===== src/design/multi_bus_volume_fader_macros.svh =====
// Assertion macros shared by the fader modules.
`ifndef MULTI_BUS_VOLUME_FADER_MACROS_SVH
`define MULTI_BUS_VOLUME_FADER_MACROS_SVH

// Same-cycle implication, checked outside reset.
`define MBVF_ASSERT_NOW(label, ante, cons, msg) \
  label: assert property (@(posedge clk) disable iff (rst) (ante) |-> (cons)) else $error(msg);

// Next-cycle implication, checked outside reset.
`define MBVF_ASSERT_NEXT(label, ante, cons, msg) \
  label: assert property (@(posedge clk) disable iff (rst) (ante) |=> (cons)) else $error(msg);

`endif


===== src/design/mbvf_pkg.sv =====
// Shared widths, opcodes, reset defaults and divider status type for the fader.
package mbvf_pkg;

  localparam int NUM_BUSES = 6;
  localparam int BUS_W     = 3;
  localparam int IDX_W     = (NUM_BUSES > 1) ? $clog2(NUM_BUSES) : 1;
  localparam int SCAN_W    = $clog2(NUM_BUSES + 1);
  localparam int VOL_W     = 16;
  localparam int LEN_W     = 16;
  localparam int ELA_W     = 17;
  localparam int DT_W      = 8;
  localparam int DIVD_W    = 24;
  localparam int DIVS_W    = 17;
  localparam int DIV_CNT_W = $clog2(DIVD_W);

  localparam logic [1:0] OP_SET_VOL  = 2'd0;
  localparam logic [1:0] OP_FADE     = 2'd1;
  localparam logic [1:0] OP_SET_MUTE = 2'd2;
  localparam logic [1:0] OP_TICK     = 2'd3;

  localparam logic [VOL_W-1:0] UNITY_Q14 = 16'd16384;

  typedef struct packed {
    logic busy;
    logic done;
  } div_stat_t;

  // Reset volume of each bus in Q2.14; buses past the fourth start at unity.
  function automatic logic [VOL_W-1:0] default_volume(input int idx);
    logic [VOL_W-1:0] v;
    case (idx)
      0:       v = 16'd13926;
      1:       v = 16'd9830;
      2:       v = 16'd13107;
      3:       v = 16'd11469;
      default: v = UNITY_Q14;
    endcase
    return v;
  endfunction

endpackage


===== src/design/multi_bus_volume_fader.sv =====
// Top level: per-bus volume, fade and mute state with a sequenced fade update.
//
// Input channel s_axis: one transaction carries an opcode in tuser and the bus,
// level, fade length, mute flag and tick delta in tdata. Output channel m_axis:
// one transaction per changed bus, with the bus and applied Q2.14 volume in
// tdata and tlast on the final result caused by one input transaction.
// Set-volume, fade and mute transactions are latched in S_IDLE and S_EXEC
// loads their result into the output register; a fade with a nonzero length
// and a set-volume on a muted bus give no result. A tick transaction walks
// the buses in order: S_TSCAN skips a bus with no fade, a fade that reaches
// its target passes S_TCALC and S_TWRITE, and a fade step also waits in S_TDIV
// on the bit-serial divider shared by all buses. s_axis_tready stays low until
// the walk finishes. A full output register stalls the walk (or the single
// result) until m_axis_tready frees it, so nothing is dropped. The block takes
// the next input while a result still waits in the output register.
// Reset restores the default volumes, cancels all fades, unmutes every bus and
// empties the output register.
`include "multi_bus_volume_fader_macros.svh"

module multi_bus_volume_fader
  import mbvf_pkg::*;
(
  input  logic        clk,
  input  logic        rst,
  input  logic        s_axis_tvalid,
  output logic        s_axis_tready,
  // [2:0] bus, [18:3] level, [34:19] fade_ticks, [35] mute_on,
  // [43:36] delta_ticks, [47:44] zero
  input  logic [47:0] s_axis_tdata,
  // [1:0] op
  input  logic [1:0]  s_axis_tuser,
  output logic        m_axis_tvalid,
  input  logic        m_axis_tready,
  // [2:0] out_bus, [18:3] applied_volume, [23:19] zero
  output logic [23:0] m_axis_tdata,
  // last
  output logic        m_axis_tlast
);

  localparam logic [2:0] S_IDLE  = 3'd0;
  localparam logic [2:0] S_EXEC  = 3'd1;
  localparam logic [2:0] S_TSCAN = 3'd2;
  localparam logic [2:0] S_TCALC = 3'd3;
  localparam logic [2:0] S_TDIV  = 3'd4;
  localparam logic [2:0] S_TWRITE = 3'd5;

  logic [2:0] state;

  // per-bus state
  logic [VOL_W-1:0] bus_volume   [NUM_BUSES];
  logic [VOL_W-1:0] bus_target   [NUM_BUSES];
  logic [LEN_W-1:0] fade_length  [NUM_BUSES];
  logic [ELA_W-1:0] fade_elapsed [NUM_BUSES];
  logic [NUM_BUSES-1:0] bus_muted;

  // latched transaction
  logic [1:0]       op;
  logic [BUS_W-1:0] bus;
  logic [VOL_W-1:0] level;
  logic [LEN_W-1:0] fade_ticks;
  logic             mute_on;
  logic [DT_W-1:0]  dt;

  // tick walk
  logic [SCAN_W-1:0]    scan_idx;
  logic [NUM_BUSES-1:0] emit_mask;
  logic [NUM_BUSES-1:0] tick_mask;
  logic [NUM_BUSES-1:0] later_mask;
  logic [ELA_W-1:0]     ela_new;
  logic [LEN_W-1:0]     len_new;
  logic [VOL_W-1:0]     vol_new;
  logic                 step_neg;

  // selected entry
  logic [IDX_W-1:0] rd_addr;
  logic [VOL_W-1:0] rd_vol;
  logic [VOL_W-1:0] rd_tgt;
  logic [LEN_W-1:0] rd_len;
  logic [ELA_W-1:0] rd_ela;
  logic             rd_muted;
  logic             bus_valid;
  logic             tick_state;

  // fade step arithmetic
  logic signed [VOL_W:0]        diff;
  logic signed [VOL_W+DT_W:0]   prod;
  logic [VOL_W+DT_W:0]          prod_mag;
  logic [DIVS_W-1:0]            div_den;
  logic                         div_start;
  logic [DIVD_W-1:0]            div_quo;
  div_stat_t                    div_stat;
  logic signed [VOL_W+1:0]      step;
  logic signed [VOL_W+1:0]      vol_sum;

  // output register control
  logic             out_free;
  logic             out_load;
  logic [BUS_W-1:0] out_bus;
  logic [VOL_W-1:0] out_vol;
  logic             out_last;
  logic [VOL_W-1:0] clamped;
  logic             in_accept;

  logic signed [VOL_W:0] chk_d_new;
  logic signed [VOL_W:0] chk_d_tgt;

  assign in_accept     = s_axis_tvalid && s_axis_tready;
  assign s_axis_tready = (state == S_IDLE);
  assign out_free      = !m_axis_tvalid || m_axis_tready;
  assign tick_state    = (state == S_TSCAN) || (state == S_TCALC) ||
                         (state == S_TDIV) || (state == S_TWRITE);
  assign rd_addr       = tick_state ? IDX_W'(scan_idx) : IDX_W'(bus);
  assign rd_vol        = bus_volume[rd_addr];
  assign rd_tgt        = bus_target[rd_addr];
  assign rd_len        = fade_length[rd_addr];
  assign rd_ela        = fade_elapsed[rd_addr];
  assign rd_muted      = bus_muted[rd_addr];
  assign bus_valid     = 32'(bus) < NUM_BUSES;
  assign clamped       = level[VOL_W-1] ? '0 : level;

  assign diff     = $signed({rd_tgt[VOL_W-1], rd_tgt}) - $signed({rd_vol[VOL_W-1], rd_vol});
  assign prod     = diff * $signed({1'b0, dt});
  assign prod_mag = prod[VOL_W+DT_W] ? (VOL_W+DT_W+1)'(-prod) : prod;
  assign div_den  = DIVS_W'(rd_len - ela_new[LEN_W-1:0]) + DIVS_W'(dt);
  assign div_start = (state == S_TCALC) && (ela_new < {1'b0, rd_len});

  assign step    = step_neg ? -$signed({1'b0, div_quo[VOL_W:0]})
                            : $signed({1'b0, div_quo[VOL_W:0]});
  assign vol_sum = $signed({{2{rd_vol[VOL_W-1]}}, rd_vol}) + step;

  mbvf_div u_div (
    .clk      (clk),
    .rst      (rst),
    .start    (div_start),
    .dividend (DIVD_W'(prod_mag)),
    .divisor  (div_den),
    .quotient (div_quo),
    .stat     (div_stat)
  );

  always_comb begin
    for (int i = 0; i < NUM_BUSES; i++) begin
      tick_mask[i]  = (fade_length[i] != '0) && !bus_muted[i];
      later_mask[i] = emit_mask[i] && (SCAN_W'(i) > scan_idx);
    end
  end

  // output selection for the cycle that loads the result register
  always_comb begin
    out_load = 1'b0;
    out_bus  = bus;
    out_vol  = clamped;
    out_last = 1'b1;
    if (state == S_EXEC && bus_valid && out_free) begin
      if (op == OP_SET_MUTE) begin
        out_load = 1'b1;
        out_vol  = mute_on ? '0 : rd_vol;
      end else if (!(op == OP_FADE && fade_ticks != '0)) begin
        out_load = !rd_muted;
      end
    end else if (state == S_TWRITE && !rd_muted && out_free) begin
      out_load = 1'b1;
      out_bus  = BUS_W'(scan_idx);
      out_vol  = vol_new;
      out_last = (later_mask == '0);
    end
  end

  always_ff @(posedge clk) begin
    if (rst) begin
      m_axis_tvalid <= 1'b0;
    end else if (out_load) begin
      m_axis_tvalid <= 1'b1;
    end else if (m_axis_tready) begin
      m_axis_tvalid <= 1'b0;
    end
    if (out_load) begin
      m_axis_tdata <= {5'd0, out_vol, out_bus};
      m_axis_tlast <= out_last;
    end
  end

  always_ff @(posedge clk) begin
    if (rst) begin
      state     <= S_IDLE;
      scan_idx  <= '0;
      emit_mask <= '0;
      bus_muted <= '0;
      for (int i = 0; i < NUM_BUSES; i++) begin
        bus_volume[i]   <= default_volume(i);
        bus_target[i]   <= default_volume(i);
        fade_length[i]  <= '0;
        fade_elapsed[i] <= '0;
      end
    end else begin
      unique case (state)
        S_IDLE: begin
          if (in_accept) begin
            op         <= s_axis_tuser;
            bus        <= s_axis_tdata[2:0];
            level      <= s_axis_tdata[18:3];
            fade_ticks <= s_axis_tdata[34:19];
            mute_on    <= s_axis_tdata[35];
            dt         <= s_axis_tdata[43:36];
            scan_idx   <= '0;
            emit_mask  <= tick_mask;
            state      <= (s_axis_tuser == OP_TICK) ? S_TSCAN : S_EXEC;
          end
        end
        S_EXEC: begin
          if (!bus_valid) begin
            state <= S_IDLE;
          end else if (op == OP_SET_MUTE) begin
            if (out_free) begin
              bus_muted[rd_addr] <= mute_on;
              state              <= S_IDLE;
            end
          end else if (op == OP_FADE && fade_ticks != '0) begin
            bus_target[rd_addr]   <= level;
            fade_length[rd_addr]  <= fade_ticks;
            fade_elapsed[rd_addr] <= '0;
            state                 <= S_IDLE;
          end else if (rd_muted || out_free) begin
            bus_volume[rd_addr]  <= clamped;
            bus_target[rd_addr]  <= clamped;
            fade_length[rd_addr] <= '0;
            state                <= S_IDLE;
          end
        end
        S_TSCAN: begin
          if (32'(scan_idx) == NUM_BUSES) begin
            state <= S_IDLE;
          end else if (rd_len == '0) begin
            scan_idx <= scan_idx + 1'b1;
          end else begin
            ela_new <= rd_ela + ELA_W'(dt);
            state   <= S_TCALC;
          end
        end
        S_TCALC: begin
          if (ela_new >= {1'b0, rd_len}) begin
            // time used up: jump to the target and end the fade
            vol_new <= rd_tgt;
            len_new <= '0;
            state   <= S_TWRITE;
          end else begin
            step_neg <= prod[VOL_W+DT_W];
            len_new  <= rd_len;
            state    <= S_TDIV;
          end
        end
        S_TDIV: begin
          if (div_stat.done) begin
            vol_new <= vol_sum[VOL_W-1:0];
            state   <= S_TWRITE;
          end
        end
        S_TWRITE: begin
          if (rd_muted || out_free) begin
            bus_volume[rd_addr]   <= vol_new;
            fade_length[rd_addr]  <= len_new;
            fade_elapsed[rd_addr] <= ela_new;
            scan_idx              <= scan_idx + 1'b1;
            state                 <= S_TSCAN;
          end
        end
        default: state <= S_IDLE;
      endcase
    end
  end

  assign chk_d_new = $signed({vol_new[VOL_W-1], vol_new}) - $signed({rd_vol[VOL_W-1], rd_vol});
  assign chk_d_tgt = diff;

  `MBVF_ASSERT_NOW(a_div_start_idle, div_start, !div_stat.busy, "divider restarted while busy")
  `MBVF_ASSERT_NOW(a_out_no_overwrite, out_load, !m_axis_tvalid || m_axis_tready, "result overwritten before taken")
  `MBVF_ASSERT_NOW(a_step_toward_target, state == S_TWRITE, chk_d_new == '0 || chk_d_new[VOL_W] == chk_d_tgt[VOL_W], "fade stepped away from target")

endmodule


===== src/design/mbvf_div.sv =====
// Restoring unsigned divider, one quotient bit per cycle.
`include "multi_bus_volume_fader_macros.svh"

module mbvf_div
  import mbvf_pkg::*;
(
  input  logic              clk,
  input  logic              rst,
  input  logic              start,
  input  logic [DIVD_W-1:0] dividend,
  input  logic [DIVS_W-1:0] divisor,
  output logic [DIVD_W-1:0] quotient,
  output div_stat_t         stat
);

  logic [DIVS_W-1:0]    rem;
  logic [DIVS_W-1:0]    den;
  logic [DIVD_W-1:0]    quo;
  logic [DIV_CNT_W-1:0] cnt;
  logic                 busy;
  logic                 done;
  logic [DIVS_W:0]      shifted;
  logic [DIVS_W:0]      trial;

  assign shifted  = {rem, quo[DIVD_W-1]};
  assign trial    = shifted - {1'b0, den};
  assign quotient = quo;
  assign stat     = '{busy: busy, done: done};

  always_ff @(posedge clk) begin
    if (rst) begin
      busy <= 1'b0;
      done <= 1'b0;
      cnt  <= '0;
    end else begin
      done <= 1'b0;
      if (start) begin
        rem  <= '0;
        quo  <= dividend;
        den  <= divisor;
        cnt  <= '0;
        busy <= 1'b1;
      end else if (busy) begin
        if (!trial[DIVS_W]) begin
          rem <= trial[DIVS_W-1:0];
          quo <= {quo[DIVD_W-2:0], 1'b1};
        end else begin
          rem <= shifted[DIVS_W-1:0];
          quo <= {quo[DIVD_W-2:0], 1'b0};
        end
        cnt <= cnt + 1'b1;
        if (cnt == DIV_CNT_W'(DIVD_W - 1)) begin
          busy <= 1'b0;
          done <= 1'b1;
        end
      end
    end
  end

  `MBVF_ASSERT_NOW(a_div_rem_below_den, done, rem < den, "divider remainder not below divisor")
  `MBVF_ASSERT_NEXT(a_div_done_pulse, done && !start, !done && !busy, "divider done not a single pulse")
  `MBVF_ASSERT_NEXT(a_div_start_busy, start, busy && cnt == '0, "divider did not start")

endmodule

===== config.mk =====
export PLATFORM = sky130hd
export DESIGN_NAME = multi_bus_volume_fader
export DESIGN_NICKNAME = d
export VERILOG_FILES = /design/src/design/mbvf_pkg.sv /design/src/design/multi_bus_volume_fader.sv /design/src/design/mbvf_div.sv
export VERILOG_INCLUDE_DIRS = /design/src /design/src/design
export SDC_FILE = /design/constraint.sdc
export NUM_CORES = 2
export LEC_CHECK = 0
export BUFFER_PORTS_ARGS = -buffer_cell sky130_fd_sc_hd__buf_2
export CAP_MARGIN = 20
export CORE_MARGIN = 5
export CORE_UTILIZATION = 30
export CTS_CLUSTER_DIAMETER = 200
export CTS_CLUSTER_SIZE = 10
export DETAILED_ROUTE_END_ITERATION = 12
export SYNTH_ARGS = -nofsm -noshare
export SYNTH_HDL_FRONTEND = slang
export SYNTH_SLANG_ARGS = --single-unit

===== constraint.sdc =====
create_clock -name clk -period 9.1 [get_ports clk]
set_input_delay 1.82 -clock clk [delete_from_list [all_inputs] [get_ports clk]]
set_output_delay 1.82 -clock clk [all_outputs]
set_load 0.005 [all_outputs]

## Word level (Yosys, flattened, before mapping)

Memory sizes are Yosys's and may differ from the RTL's.
Cells that the tools add are included.
Widths: inputs -> output; s select.

| word-level totals | value |
|---|---|
| bits in registers | 200 |
| latch bits | 0 |
| RAM bits | 390 |
| ROM bits | 0 |
| input bits | 54 |
| word-level logic and storage cells | 235 |
| memories | 4 |

Memory list:

| memory | words | bits a word | rd ports | clocked after Yosys merged registers in | write ports | RTL line | source |
|---|---|---|---|---|---|---|---|
| fade_elapsed | 6 | 17 | 1 | 0 | 6 | multi_bus_volume_fader.sv:53 | `logic [ELA_W-1:0] fade_elapsed [NUM_BUSES];` |
| bus_target | 6 | 16 | 1 | 0 | 6 | multi_bus_volume_fader.sv:51 | `logic [VOL_W-1:0] bus_target [NUM_BUSES];` |
| bus_volume | 6 | 16 | 1 | 0 | 6 | multi_bus_volume_fader.sv:50 | `logic [VOL_W-1:0] bus_volume [NUM_BUSES];` |
| fade_length | 6 | 16 | 7 | 0 | 6 | multi_bus_volume_fader.sv:52 | `logic [LEN_W-1:0] fade_length [NUM_BUSES];` |

| operators by class | value |
|---|---|
| add/subtract/negate cells | 10 |
| multipliers | 1 |
| div/mod/pow operators | 0 |
| magnitude comparators | 11 |
| eq/ne operators | 19 |
| shift-type cells | 0 |
| multiplexer cells | 91 |
| bitwise operators | 11 |
| reductions and logical operators | 65 |

Operator list:

| operator | number |
|---|---|
| $mux 16 | 19 |
| $reduce_bool 16->1 | 7 |
| $mux 24 | 3 |
| $mux 17 | 4 |
| $mux 3 | 21 |
| $reduce_or 16->1 | 3 |
| $mux 1 | 36 |
| $add 17x8->17 | 2 |
| $sub 16x16->17 | 2 |
| $pmux 16 s2 | 1 |
| $mul 17x9->25 | 1 |
| $neg 24->24 | 1 |
| $logic_and 1x1->1 | 20 |
| $pmux 3 s6 | 1 |
| $sub 18x17->18 | 1 |
| $ge 17x16->1 | 1 |
| $lt 17x16->1 | 1 |
| $reduce_or 17->1 | 1 |
| $add 16x16->16 | 1 |
| $logic_not 16->1 | 1 |
| $neg 16->16 | 1 |
| $mux 15 | 1 |
| $reduce_and 4->1 | 3 |
| $ne 2x1->1 const B | 5 |
| other kinds (37) | 71 |

## Longest topological paths before layout

| depth | value |
|---|---|
| depth in word-level cells | 19 |
| gate-level depth with buffers | 47 |

## Cells and area by module

Synthesis repeated with hierarchy kept, for this count alone.

| second synthesis, totals | value |
|---|---|
| cell total of the unflattened synthesis | 3,727 |
| area total of the unflattened synthesis | 40,756.6 um^2 |

Modules (own cells, without submodules):

| module | times used | cells each | area each (um^2) |
|---|---|---|---|
| multi_bus_volume_fader | 1 | 3,410 | 37,074.3 |
| mbvf_div | 1 | 317 | 3,682.3 |

## Worst setup path after synthesis

No wires, ideal clock.

| timing path | value |
|---|---|
| path kind | register to register |
| start point | register state[1] |
| end point | register u_div.quo[22] (netlist: u_div.quotient[22]), data pin |
| setup time | 0.265 ns |
| data arrival time | 9.706 ns |
| data required time | 8.835 ns |
| setup slack | -0.871 ns |
| cell stages (with the launch flop) | 45 |
| period minus slack after synthesis | 9.971 ns |
| path through | dfxtp_1 > buf_2 > xnor2_4 > mux2i_4 > buf_4 > buf_4 > buf_4 > buf_4 > buf_4 > buf_2 > buf_1 > nor3_1 > a21oi_1 > nor2_1 > ha_1 > a21o_1 > a21oi_1 > nor2_1 > [9 not listed] > inv_1 > fa_1 > fa_1 > inv_1 > fa_1 > inv_1 > ha_1 > a21o_1 > a21oi_1 > nor2b_1 > nor3b_1 > a21o_1 > mux2_2 > a2111oi_0 > nand2b_1 > nand4_1 > o41ai_1 > or3_1 |

| on the way | value |
|---|---|
| cells in the longest elaborated chain, start to end | 11 |
| elaborated cells on any way between the ends | 18 |
| classes of those cells | add/sub (2); mul (1); order compare (1); eq/ne (4); mux (3); reduce/logical (4); memory (3) |

Ends and longest elaborated chain:

| item | RTL line | source |
|---|---|---|
| start: declaration | multi_bus_volume_fader.sv:47 | `logic [2:0] state;` |
| start signal: assignment | multi_bus_volume_fader.sv:207 | `state <= (s_axis_tuser == OP_TICK) ? S_TSCAN : S_EXEC;` |
| $eq 3x2->1 (on tied branches) | multi_bus_volume_fader.sv:110, multi_bus_volume_fader.sv:125 |  |
| $logic_or 1x1->1 (2 in series) | multi_bus_volume_fader.sv:110 | `assign tick_state = (state == S_TSCAN) \|\| (state == S_TCALC) \|\|` |
| $logic_or 1x1->1 | multi_bus_volume_fader.sv:111 | `(state == S_TDIV) \|\| (state == S_TWRITE);` |
| $mux 3 | multi_bus_volume_fader.sv:112 | `assign rd_addr = tick_state ? IDX_W'(scan_idx) : IDX_W'(bus);` |
| $mem_v2 6x16 (on tied branches) | n/a |  |
| $sub 16x16->17 | multi_bus_volume_fader.sv:121 | `assign diff = $signed({rd_tgt[VOL_W-1], rd_tgt}) - $signed({rd_vol[VOL_W-1], rd_vol});` |
| $mul 17x9->25 | multi_bus_volume_fader.sv:122 | `assign prod = diff * $signed({1'b0, dt});` |
| $neg 24->24 | multi_bus_volume_fader.sv:123 | `assign prod_mag = prod[VOL_W+DT_W] ? (VOL_W+DT_W+1)'(-prod) : prod;` |
| $mux 24 | multi_bus_volume_fader.sv:123 |  |
| $mux 24 * | mbvf_div.sv:37 | `if (start) begin` |
| end signal: assignment | mbvf_div.sv:39 | `quo <= dividend;` |
| end signal: assignment | mbvf_div.sv:46 | `quo <= {quo[DIVD_W-2:0], 1'b1};` |
| end signal: assignment | mbvf_div.sv:49 | `quo <= {quo[DIVD_W-2:0], 1'b0};` |
| end: declaration | mbvf_div.sv:18 | `logic [DIVD_W-1:0] quo;` |

Every way passes the cells marked *; elsewhere a longest branch is shown, timed or not.
A chain may end at the register's enable or synchronous reset.

## Worst setup path after layout

| timing path | value |
|---|---|
| start point | register state[2] |
| end point | register u_div.quo[22] (netlist: u_div.quotient[22]), data pin |

The elaborated chain is that of the path after synthesis.

==> impl_metrics.ini <==
[worst_setup_path]
crit_buf_inv = 5
crit_path_start_kind = flip-flop
worstPathMaxFanout = 10
cp-end-kind = flip-flop
critPathRequiredTime_ns = 9.52
worstSetupPathType = reg -> reg
cp_top_family = adder cells
crit_slowest_cell = fa_1
worstPathArrival_ns = 9.36
cp_slowest_stage_delay_ns = 0.51

[die]
rows = 135
die_width_um = 380
die_height_um = 380
fp.coreArea_mm2 = 0.136
io_pins = 81
initial_core_util = 0.303
dieArea_mm2 = 0.144

[cts]
clkLatencyLatePin_ns = 0.68
cts_inserted_buffers = 82
clock_path_buffers = 3
h-tree-depth = 3
root_buffer = clkbuf_16
cts_sinks = 720
clkTransAtPathRegs_ns = 0.07
cts_tree = yes

[synthesis]
synth_top_family_by_area = simple AND/OR/NAND/NOR gates
yosysTopAreaCell = edfxtp_1
synth.distinct_cells = 102
synth_edf_count = 694
synth_area_leaders = edfxtp_1 51%, fa_1 5.8%, nand2_1 5.0%
synthMuxAreaShare = 0.0326
netlist_area_mm2 = 0.0411
synth_seq_area_share = 0.520
synth_ff_type = edfxtp_1
synth_top_area_frac = 0.507
yosys.area_share.simple = 0.165
synth_fa_ha_area_frac = 0.103
ys_warn_count = 0
synth_compound_area_frac = 0.103
async_reset_ff_frac = 0
syn_area_per_cell_um2 = 10.6
ys_ff_latch = 720
syn_inst = 3894
synth_xor_area_frac = 0.0268

[routing]
postRouteAntennaNets = 0
wl_per_cell_um = 21.2
vias = 31400
viasPerCell = 5.19
totalWireLength_um = 128000
drt_first_pass_iters = 6
drtIter0Drc = 3120
drc_errors = 0

[timing]
period_minus_slack_ns = 8.94
finalWorstSetupSlack_ns = 0.155
max_slew.worst_pin.slew_ns = 1.11
max_freq_mhz = 112
hold_viol = 0
finalMaxSlewViolations = 0
slew_headroom = 0.259
rsz0062_at_grt = true
setup_viol = 0
skew_ns = 0.0640
period_share = 0.983

[cells_and_area]
syn2layout_area_growth_pct = 18.7
final_common_cell = edfxtp_1
drive_above_1_share = 0.161
final_cell_mix = 694 x edfxtp_1, 537 x nand2_1, 504 x nor2_1
antenna_cells = 0
nets = 4558
fin_util = 0.359

[outcome]
outcome = finished, final reports clean

[placement]
hpwl_um = 91400
pre_cts_slack_ns = -0.0934
io_buffer_count = 71
gp_congestion = 0.886

[global_route]
track_usage = 0.170
grt_pass1_wl_um = 189000
grt_antenna_before_repair = 14
grt_start_max_net_pins = 68
overflow = 0
grt_pass1_vias = 30100

[min_path]
worst_hold_path_type = reg -> reg

[job]
drv_cap = 0
[sequential cells by signal (all words and copies together) (netlist names), 19 cells and up]
name / count
bus_volume: 128
bus_target: 128
fade_length: 128
fade_elapsed: 136
m_axis_tdata: 19
u_div.quotient: 24
[kinds of logic (layout without fill, tap and decap cells)]
kind of cell,count (synthesis),in the layout
compound gates,633,633
xor+xnor,122,122
fa+ha+maj,266,266
buf+inv,518,859
flops,720,720
mux,118,118
other cells,1,37
simple gates,1516,1516
[layer usage]
layer | vias up | global-route usage | wire length, um
met5 | - | 0 | 27
met4 | 4 | 0.0462 | 3480
met1 | 15400 | 0.241 | 55700
met3 | 209 | 0.0357 | 12100
li1 | 14400 | - | -
met2 | 1319 | 0.266 | 56700
[metrics by stage]
step / cells / TNS (ns) / hold slack [ns] / cell area [um2]
global placement: 5901 / 0 / 0.476 / 45700
global route: 6052 / -0.269 / 0.524 / 48800
CTS: 6019 / 0 / 0.496 / 48100
floorplan: 3930 / 0 / 0.464 / 41500
finish: 6052 / 0 / 0.500 / 48800
detailed placement: 5901 / -0.124 / 0.486 / 45700
[cells in the mapped netlist (78+ instances only)]
library cell  number
a21oi_1          139
edfxtp_1         694
fa_1             119
clkbuf_1         137
mux2i_1           89
o21ai_0          108
ha_1             146
nand3_1           87
nand2_1          550
nor2_1           509
inv_1            319
xnor2_1           78
[worst paths after layout]
| path | from | endpoint | slack, ns | cells after the start |
|---|---|---|---|---|
| worst max-delay path | state[2] | u_div.quotient[22] | 0.16 | 34 |
| worst min-delay path | bus_muted[5] | bus_muted[5] | 0.50 | 2 |
| worst max register to register | state[2] | u_div.quotient[22] | 0.16 | 34 |
| worst min register to register | bus_muted[5] | bus_muted[5] | 0.50 | 2 |
[area by class of cell]
type                    count  area [um2]
clock buffers             107        2150
repair buffers            418        3190
multi-input cells        2692       18500
well taps                1781        2230
inverters                 325        1230
flip-flops and latches    720       21400
fillers                 13500       87000
clock inverters             9         165
[what timing repair did]
item / in CTS / in global routing
endpoints found under the setup margin: 8 / 24
pin swaps: 0 / 61
hold buffers: 0 / 0
buffers inserted: 2 / 30
resized for setup: 7 / 105
[worst min-delay path, cell delays in order, from the launching register on]
cell	delay, ns
dfxtp_1	0.32
o21ai_0	0.07
a21oi_1	0.06
Power is left out: the tool's default activity adds up to more than one toggle a clock period on the data nets, which glitch-free logic cannot reach.
